$ cat src/set_assoc_lru_cache_tags_unit_defines.svh
// Assertion macros for the cache tag unit.
// Used by the front end and top level.
`ifndef SET_ASSOC_LRU_CACHE_TAGS_UNIT_DEFINES_SVH
`define SET_ASSOC_LRU_CACHE_TAGS_UNIT_DEFINES_SVH
// implication checked every clock outside reset
`define SALC_ASSERT_IMP(lbl, clk, rstn, a, c) \
    lbl: assert property (@(posedge clk) disable iff (!rstn) (a) |-> (c)) \
        else $error("assertion failed");
// next-cycle implication checked outside reset
`define SALC_ASSERT_NXT(lbl, clk, rstn, a, c) \
    lbl: assert property (@(posedge clk) disable iff (!rstn) (a) |=> (c)) \
        else $error("assertion failed");
`endif

$ cat src/salc_pkg.sv
// Shared types and codes for the cache tag unit.
// No dependencies.
package salc_pkg;
    localparam logic [1:0] OP_NONE  = 2'd0;
    localparam logic [1:0] OP_FILL  = 2'd1;
    localparam logic [1:0] OP_WBACK = 2'd2;
    localparam logic [1:0] OP_FWD   = 2'd3;

    localparam logic [1:0] CFG_WT    = 2'd0;
    localparam logic [1:0] CFG_WA    = 2'd1;
    localparam logic [1:0] CFG_WAYS  = 2'd2;

    typedef struct packed {
        logic       hit;
        logic [1:0] op;
        logic [31:0] addr;
        logic [6:0] bytes;
        logic       last;
    } t_res;

    typedef enum logic [1:0] {
        ST_IDLE,
        ST_LOOK,
        ST_EMIT,
        ST_CLR
    } t_state;
endpackage

$ cat src/salc_res_queue.sv
// Two-entry result queue between the lookup front and the output back.
// Depends on salc_pkg.
module salc_res_queue (
    input  logic             i_clk,
    input  logic             i_rst_n,
    input  logic             i_push,
    input  salc_pkg::t_res   i_data,
    output logic             o_valid,
    output salc_pkg::t_res   o_data,
    input  logic             i_pop
);
    salc_pkg::t_res r_mem [2];
    logic r_wp, r_rp;
    logic [1:0] r_cnt;

    assign o_valid = (r_cnt != 2'd0);
    assign o_data  = r_mem[r_rp];

    always_ff @(posedge i_clk) begin
        if (i_push) begin
            r_mem[r_wp] <= i_data;
        end
        if (!i_rst_n) begin
            r_wp  <= 1'b0;
            r_rp  <= 1'b0;
            r_cnt <= 2'd0;
        end else begin
            if (i_push) r_wp <= ~r_wp;
            if (i_pop)  r_rp <= ~r_rp;
            r_cnt <= r_cnt + {1'b0, i_push} - {1'b0, i_pop};
        end
    end
endmodule

$ cat config.mk
export PLATFORM = sky130hd
export DESIGN_NAME = salc_res_queue
export DESIGN_NICKNAME = d
export VERILOG_FILES = /design/src/set_assoc_lru_cache_tags_unit_defines.svh /design/src/salc_pkg.sv /design/src/salc_res_queue.sv
export SDC_FILE = /design/constraint.sdc
export NUM_CORES = 1
export LEC_CHECK = 0
export ABC_AREA = 1
export ABC_CLOCK_PERIOD_IN_PS = 3500
export BUFFER_PORTS_ARGS = -buffer_cell sky130_fd_sc_hd__buf_2
export CELL_PAD_IN_SITES_DETAIL_PLACEMENT = 1
export CELL_PAD_IN_SITES_GLOBAL_PLACEMENT = 2
export CORE_MARGIN = 4
export CORE_UTILIZATION = 38
export DETAILED_ROUTE_END_ITERATION = 8
export GPL_TIMING_DRIVEN = 0
export PLACE_DENSITY = 0.78
export REMOVE_ABC_BUFFERS = 1
export SLEW_MARGIN = 20
export SYNTH_ARGS = -nofsm -noshare
export SYNTH_HDL_FRONTEND = slang
export SYNTH_SLANG_ARGS = --single-unit
$ cat constraint.sdc
create_clock -name i_clk -period 3.5 [get_ports i_clk]
set_input_delay 0.175 -clock i_clk [delete_from_list [all_inputs] [get_ports i_clk]]
set_output_delay 0.175 -clock i_clk [all_outputs]
set_load 0.05 [all_outputs]
==> reports/qor.csv, run 1 <==
metric;value;unit
status;complete, no violations;
post-synthesis sequential area ratio;76.0;%
R2R setup slack;2080;ps
largest net degree at the start of global routing;31;
clock share of power;30.4;%
slew of the pin with the lowest slew margin;461;ps
design area;4690;sq um
All-Layer GR Usage;12.7;%
CTS tree;built;
EDFF count, synth;86;
crit path time final;1920;ps
Post-CTS Resized;0;
Final ANT Viol Nets;0;
commonest cells in the netlist;86 x edfxtp_1, 40 x mux2_4, 9 x nand2_1, 7 x inv_1, 7 x nor2_1;
cell taking the most area after synthesis;edfxtp_1;
Final period util;55.0;%
Final GP Congestion;0.645;
Final setup viols;0;
Internal Pwr Total;1.83;mW
CP max stage cell;dfxtp_4;
Core ar.;8890;sq um
global-route wire length before repair;10700;um
max frequency;520;MHz
Rows;34;
Register Area;2690;sq um
Slew Limit Headroom;69.2;%
Root Buffer;clkbuf_8;
switching power total;0.641;mW
Fin. Hold Viols;0;
Gate power share;17.8;%
Crit Path Class;reg2out;
die area;10900;sq um
yosys warns;0;
worst hold path class;in2reg;
Num CTS Buffers;9;
Hold-fix buffers, CTS;31;
Pwr per Cell Area;526;nW/um^2
CTS sink count;91;
Longest Clk Path Bufs;2;
Area contributors post-synth;edfxtp_1 73%, mux2_4 17%, dfxtp_1 2.8%;
CP cell instances;buf_12 > mux2_2 > buf_2;
Fillers;822;
WP data required;3320;ps
Max Slew Vio Count;0;
Peak VDD IR;0.240;mV
CP Launch Type;flop;
Area growth syn-to-layout;32.9;%
Buffers on Ports;90;
async set or reset register ratio after synthesis;0;%
average wire per standard cell;15.5;um
crit-path max cell delay;540;ps
area share of the largest cell type after synthesis;73.2;%
n_diodes;0;
Distinct cells, synth;12;
Max H-tree Level;3;
MaxCap Viol Count;0;
via count;1877;
Placed Area;4130;sq um
Hold WS;24.7;ps
post-route setup TNS;0;ps
most common cell in the netlist;edfxtp_1;
WP data arrival;1750;ps
mapped cell area;3530;sq um
Multi-input gate area;737;sq um
Leakage;1.90;nW
share of layout cells above drive strength 1;50.0;%
sequential power share;51.8;%
Post-DP HPWL;4310;um
number of global-route vias before repair;2139;
endpoint class of the critical path;output port;
Avg Cell Area, Syn;21.3;sq um
fin nets;350;
Top FF cell, synth;edfxtp_1;
Die X;104;um
setup bufs post-CTS;0;
initial antenna violation count;0;
RSZ-0062 raised after global routing;false;
worst-skew pair later-pin latency;350;ps
clock skew;12.0;ps
Initial Util;39.7;%
Mapped Cells;166;
gr ovfl total;0;
IO Pins;91;
switching share of total power;26.0;%
number of synthesized register bits;91;
floorplan die height;104;um
First DRT Iteration DRCs;22;
post-DR vias/cell;4.53;
first-pass iteration count of the detailed router;4;
Clk pin slew, worst setup/hold paths;90;ps
CP max FO;30;
Routed Wire Length;6410;um
final routed DRC violation total;0;
[critical path: cells and delay by family (launching register included)]
family / cells / cell delay (ps)
multiplexers: 1 / 360
buffers and inverters: 2 / 500
flip-flops: 1 / 540
[cell type report]
class                      count  area share, %
sequential                    91           57.3
timing repair buffer         129           19.1
multi-input combinational     63           15.7
clock buffer                  12           2.88
tap                          108           2.88
clock inverter                 4           1.60
inverter                       7          0.560
[through the flow]
step / worst slack [ps] / instances / total power [mW] / util (%)
CTS: 1520 / 410 / 2.50 / 52.3
finish: 1580 / 414 / 2.47 / 52.8
global route: 1470 / 414 / 2.59 / 52.8
floorplan: 926 / 161 / 1.61 / -
global placement: -252 / 359 / 1.70 / 45.3
detailed placement: 1910 / 363 / 1.72 / 46.5
[power by group through the flow]
stage	sequential [mW]	combinational [mW]	clock, mW
2_1_floorplan	1.31	0.296	0
3_3_place_gp	1.32	0.385	0
3_5_place_dp	1.30	0.414	0
4_1_cts	1.28	0.442	0.774
5_1_grt	1.29	0.466	0.834
6_report	1.28	0.439	0.749
[cell families (layout without fill, tap and decap cells)]
| group | count (synthesis) | after routing | share of synthesized area, % |
|---|---|---|---|
| buffers and inverters | 12 | 152 | 3.33 |
| adder cells (fa/ha/maj) | 2 | 2 | 0.709 |
| multiplexers | 43 | 43 | 18.0 |
| AO/OA/AOI/OAI | 1 | 1 | 0.142 |
| flip-flops | 91 | 91 | 76.0 |
| AND/OR/NAND/NOR | 17 | 17 | 1.84 |
[cells in the final DEF, fill, tap and decap left out]
cell type and n:
clkbuf_8 9, ha_1 2, clkbuf_1 3, buf_12 2, bufinv_16 2, dlygate4sd3_1 35
nand2_1 9, dfxtp_1 4, nor2_1 6, mux2_2 3, a21oi_1 1, inv_1 6
buf_16 2, inv_2 1, edfxtp_1 86, nor2_4 1, buf_2 90, nand3_1 1
mux2_4 40, clkinvlp_4 2, dfxtp_4 1
[state kept, by name, indices dropped and copies added, names as in the netlist, named ones only]
name	cells
r_wp	1
r_rp	1
r_mem	86
r_cnt	2
[routing by layer]
metal	routed length [um]	track usage (%)	part of all wire, %	up-vias
met5	0	0	0	-
met4	82	4.27	1.3	0
met3	401	4.78	6.3	7
met2	3530	22.5	55	60
met1	2400	13.8	37	911
li1	-	-	-	899
[path summary, 6_finish.rpt]
kind,cells after the start,to,startpoint
worst min-delay path,1,r_mem[0][8],i_data[8]
worst max-delay path,3,o_data[0],flop
worst max register to register,3,r_mem[1][17],r_wp
worst min register to register,2,flop,r_rp
(Power assumes the default switching activity.)
==> run 2: changes to the inputs <==
Settings changed: ABC_AREA 1 to 0, ABC_CLOCK_PERIOD_IN_PS 3500 to 1800, CORE_UTILIZATION 38 to 39, PLACE_DENSITY 0.78 to 0.79.
Clock period 3.5 ns to 1.8 ns, I/O delays scaled along.
==> reports/qor.csv, run 2 <==
metric;value;unit;change
CP max FO;23;;-23%
mapped cell area;3530;sq um;unchanged
Buffers on Ports;90;;unchanged
Distinct cells, synth;14;;+2
CP Launch Type;flop;;
Max H-tree Level;3;;unchanged
number of synthesized register bits;91;;unchanged
most frequent cells in the layout;90 x buf_2, 86 x edfxtp_1, 44 x dlygate4sd3_1;;
async set or reset register ratio after synthesis;0;%;unchanged
Avg Cell Area, Syn;22.9;sq um;+7.8%
Initial Util;40.3;%;+0.58 points
WP data required;1710;ps;-1610 ps
CTS tree;built;;
number of global-route vias before repair;2183;;+2.1%
Area contributors post-synth;edfxtp_1 73%, mux2_4 17%, dfxtp_1 2.8%;;
first-pass iteration count of the detailed router;4;;unchanged
n_diodes;0;;unchanged
Die X;103;um;-1.2%
Final ANT Viol Nets;0;;unchanged
final worst setup slack;188;ps;-1390 ps
via count;1908;;+1.7%
endpoint class of the critical path;output port;;
clock skew;8.50;ps;-3.54 ps
global-route wire length before repair;11400;um;+6.9%
R2R setup slack;220;ps;-1860 ps
Num CTS Buffers;9;;unchanged
most common cell after layout, fill and taps aside;buf_2;;
Max Slew Vio Count;0;;unchanged
worst-skew pair later-pin latency;350;ps;about the same
Mapped Cells;154;;-7.2%
Top FF cell, synth;edfxtp_1;;
Final period util;89.5;%;
First DRT Iteration DRCs;26;;+18%
EDFF count, synth;86;;unchanged
crit path time final;1610;ps;
Longest Clk Path Bufs;2;;unchanged
Most flops, register;r_mem;;
biggest regs;r_mem (86), r_cnt (2);;
Post-DP HPWL;4410;um;+2.3%
RSZ-0062 raised after global routing;false;;
Crit Path Class;reg2out;;
initial antenna violation count;0;;unchanged
All-Layer GR Usage;14.5;%;+1.9 points
largest net degree at the start of global routing;26;;-16%
Final GP Congestion;0.627;;-2.8%
Area growth syn-to-layout;36.7;%;
Core ar.;8760;sq um;-1.4%
post-synthesis sequential area ratio;76.0;%;unchanged
commonest cells in the netlist;86 x edfxtp_1, 40 x mux2_4, 5 x dfxtp_1, 4 x and2_1, 4 x buf_12;;
worst hold path class;in2reg;;
max reg flops;86;;unchanged
Pwr per Cell Area;1040;nW/um^2;+98%
area share of the largest cell type after synthesis;73.2;%;unchanged
Fin. Hold Viols;0;;unchanged
die area;10600;sq um;-2.4%
fin nets;349;;-0.29%
Rows;34;;unchanged
slew of the pin with the lowest slew margin;725;ps;+264 ps
average wire per standard cell;17.2;um;+11%
Placed Area;4140;sq um;+0.21%
share of layout cells above drive strength 1;51.8;%;+1.8 points
cell taking the most area after synthesis;edfxtp_1;;
MaxCap Viol Count;0;;unchanged
CTS sink count;91;;unchanged
IO Pins;91;;unchanged
Leakage;1.94;nW;+2.2%
Routed Wire Length;7110;um;+11%
Peak VDD IR;0.460;mV;+92%
Root Buffer;clkbuf_8;;
post-route insts no fill;413;;-0.24%
final routed DRC violation total;0;;unchanged
Clk pin slew, worst setup/hold paths;80;ps;about the same
Slew Limit Headroom;51.7;%;-18 points
floorplan die height;103;um;-1.2%
post-DR vias/cell;4.62;;+1.9%
setup slack at placement;203;ps;-1710 ps
max frequency;621;MHz;
Fillers;828;;+0.73%
most common cell in the netlist;edfxtp_1;;
Post-CTS Resized;0;;unchanged
Hold WS;98.3;ps;+73.6 ps
status;complete, no violations;;
design area;4830;sq um;+2.9%
WP data arrival;1520;ps;-230 ps
yosys warns;0;;unchanged
Inst Count DP;351;;-3.3%
Final setup viols;0;;unchanged
gr ovfl total;0;;unchanged
post-route setup TNS;0;ps;unchanged
-- run 2: cell families after synthesis --
kind of cell / count (synthesis) / share of synthesized area [%]
flip-flops: 91 / 76.0
multiplexers: 43 / 18.0
XOR/XNOR: 2 / 0.886
adder cells (fa/ha/maj): 2 / 0.709
buffers and inverters: 7 / 2.80
AO/OA/AOI/OAI: 1 / 0.213
AND/OR/NAND/NOR: 8 / 1.42
-- run 2: cell type report --
type / count / area [sq um] / share of cell area (%)
Timing Repair Buffer: 140 / 1020 / 21.1
Inverter: 2 / 7.51 / 0.156
Tap cell: 108 / 135 / 2.80
Clock inverter: 7 / 100 / 2.07
Clock buffer: 9 / 124 / 2.57
Multi-Input combinational cell: 56 / 757 / 15.7
Sequential cell: 91 / 2690 / 55.7
-- run 2: final timing paths --
path / from / to / cells after the start
worst max register to register: r_wp / r_mem[1][4] / 2
worst max-delay path: flop / o_data[42] / 3
worst min register to register: r_rp / flop / 2
worst min-delay path: i_pop / flop / 3
-- run 2: where the power goes --
part           internal, mW  total (mW)  switching [mW]
clock                 0.795        1.53           0.735
combinational         0.401        1.01           0.613
sequential             2.44        2.48          0.0391
total                  3.64        5.03            1.39
-- run 2: metal layers --
layer / vias to the layer above / global-route usage, % / wire (um)
met1: 949 / 17.6 / 2830
li1: 890 / - / -
met5: - / 0 / 0
met2: 65 / 25.0 / 3770
met4: 0 / 4.78 / 36
met3: 4 / 4.13 / 477
-- run 2: per-stage QoR --
step	util, %	total power, mW
2_1_floorplan	-	3.23
3_3_place_gp	45.9	3.44
3_5_place_dp	47.2	3.47
4_1_cts	55.1	5.11
5_1_grt	55.1	5.27
6_report	55.1	5.03
-- run 2: timing repair --
item                                    in CTS  in global routing
hold endpoints to repair                    90                  0
hold buffers                                44                  0
buffers inserted                             2                  0
endpoints found under the setup margin      23                  0
-- run 2: critical path: stages (launching register included) --
cell,delay (ps)
dfxtp_4,380
buf_12,210
mux2_2,360
buf_2,210
==> run 3: changes to the inputs <==
Settings changed: MAX_ROUTING_LAYER set to met4.
==> reports/qor.csv, run 3 (synthesized netlist as in run 2, its figures left out) <==
metric;value;unit;change
status;complete, no violations;;
Final setup viols;0;;unchanged
CP max FO;23;;unchanged
Most flops, register;r_mem;;
via count;1902;;-0.31%
number of global-route vias before repair;2181;;-0.092%
final core utilization;55.1;%;unchanged
r2r startpoint;r_wp;;
end of the worst register-to-register path;r_mem[1][4];;
Routed Wire Length;7150;um;+0.56%
CTS sink count;91;;unchanged
post-DR vias/cell;4.61;;-0.31%
MaxCap Viol Count;0;;unchanged
Root Buffer;clkbuf_8;;
Multi-input gate area;757;sq um;unchanged
endpoint class of the critical path;output port;;
most common cell after layout, fill and taps aside;buf_2;;
Final period util;89.8;%;+0.26 points
Final ANT Viol Nets;0;;unchanged
CTS tree;built;;
WP data arrival;1530;ps;about the same
worst-skew pair later-pin latency;350;ps;about the same
Leakage;1.94;nW;unchanged
Initial Util;40.3;%;unchanged
worst hold path class;in2reg;;
Clk pin slew, worst setup/hold paths;80;ps;about the same
Die X;103;um;unchanged
Buffers on Ports;90;;unchanged
R2R depth;2;;unchanged
final routed DRC violation total;0;;unchanged
Area growth syn-to-layout;36.7;%;unchanged
global-route wire length before repair;11400;um;+0.12%
All-Layer GR Usage;15.0;%;+0.46 points
RSZ-0062 raised after global routing;false;;
CP Launch Type;flop;;
Num CTS Buffers;9;;unchanged
floorplan die height;103;um;unchanged
Core ar.;8760;sq um;unchanged
largest net degree at the start of global routing;26;;unchanged
CP max stage cell;dfxtp_4;;
Post-DP HPWL;4410;um;unchanged
Crit Path Class;reg2out;;
most frequent cells in the layout;90 x buf_2, 86 x edfxtp_1, 44 x dlygate4sd3_1;;
Longest Clk Path Bufs;2;;unchanged
Max Slew Vio Count;0;;unchanged
Fillers;828;;unchanged
Final GP Congestion;0.632;;+0.78%
First DRT Iteration DRCs;28;;+7.7%
CP cell instances;buf_12 > mux2_2 > buf_2;;
Fin. Hold Viols;0;;unchanged
Hold WS;93.6;ps;-4.65 ps
max frequency;619;MHz;-0.29%
clock skew;7.88;ps;-0.623 ps
Slew Limit Headroom;51.7;%;about the same
gr ovfl total;0;;unchanged
n_diodes;0;;unchanged
first-pass iteration count of the detailed router;4;;unchanged
Register Area;2690;sq um;unchanged
biggest regs;r_mem (86), r_cnt (2);;
fin nets;349;;unchanged
max reg flops;86;;unchanged
IO Pins;91;;unchanged
Peak VDD IR;0.462;mV;+0.38%
total power;5.04;mW;+0.21%
crit-path max cell delay;380;ps;about the same
Setup crit end;o_data[42];;
Rows;34;;unchanged
crit path time final;1620;ps;+4.70 ps
initial antenna violation count;0;;unchanged
slew of the pin with the lowest slew margin;725;ps;+0.0525 ps
die area;10600;sq um;unchanged
average wire per standard cell;17.3;um;+0.56%
WP data required;1710;ps;about the same
R2R setup slack;220;ps;about the same
Max H-tree Level;3;;unchanged
Pwr per Cell Area;1040;nW/um^2;+0.21%
share of layout cells above drive strength 1;51.8;%;unchanged
run 3: worst min-delay path by stage:
| stage | start | to | slack (ps) | cells past startpoint |
|---|---|---|---|---|
| final | i_pop | flop | 90 | 3 |
| after global routing | i_pop | flop | 100 | 3 |
| after CTS | i_pop | flop | 70 | 3 |
| after detailed placement | i_data[7] | r_mem[0][7] | 280 | 1 |
| after global placement | i_data[14] | r_mem[1][14] | 280 | 1 |
| after floorplan | i_data[0] | r_mem[0][0] | 190 | 0 |
run 3: layout make-up:
type / count / share of cell area [%]
inverters: 2 / 0.156
clock inverters: 7 / 2.07
clock buffers: 9 / 2.57
repair buffers: 140 / 21.1
multi-input cells: 56 / 15.7
flip-flops and latches: 91 / 55.7
well taps: 108 / 2.80
run 3: through the flow:
stage | cell area [sq um] | setup TNS (ps) | setup slack [ps] | instances
floorplan | 3440 | -61920 | -906 | 149
global placement | 4020 | -173070 | -2130 | 347
detailed placement | 4140 | 0 | 203 | 351
CTS | 4830 | 0 | 148 | 413
global route | 4830 | 0 | 111 | 413
finish | 4830 | 0 | 184 | 413
run 3: timing repair:
action                     in CTS  in global routing
hold endpoints to repair       90                  0
setup buffers                   2                  0
hold buffers                   44                  0
setup endpoints to repair      23                  0
resized for setup               0                  0
run 3: metal layers:
metal	wire length, um	up-vias	GRT usage, %
met5	0	-	-
met4	57	0	4.78
met3	466	8	4.06
met2	3740	63	25.0
met1	2890	940	17.7
li1	-	891	-
run 3: power breakdown:
| group | internal (mW) | switching [mW] | total [mW] | leakage (nW) |
|---|---|---|---|---|
| Combinational | 0.401 | 0.614 | 1.02 | 0.978 |
| Sequential | 2.44 | 0.0391 | 2.48 | 0.849 |
| Clock | 0.795 | 0.745 | 1.54 | 0.109 |
| Total | 3.64 | 1.40 | 5.04 | 1.94 |
run 3: worst max-delay path, delay by kind of cell, from the launching register on:
family	cells	cell delay, ps
buffers and inverters	2	420
DFF	1	380
muxes	1	360
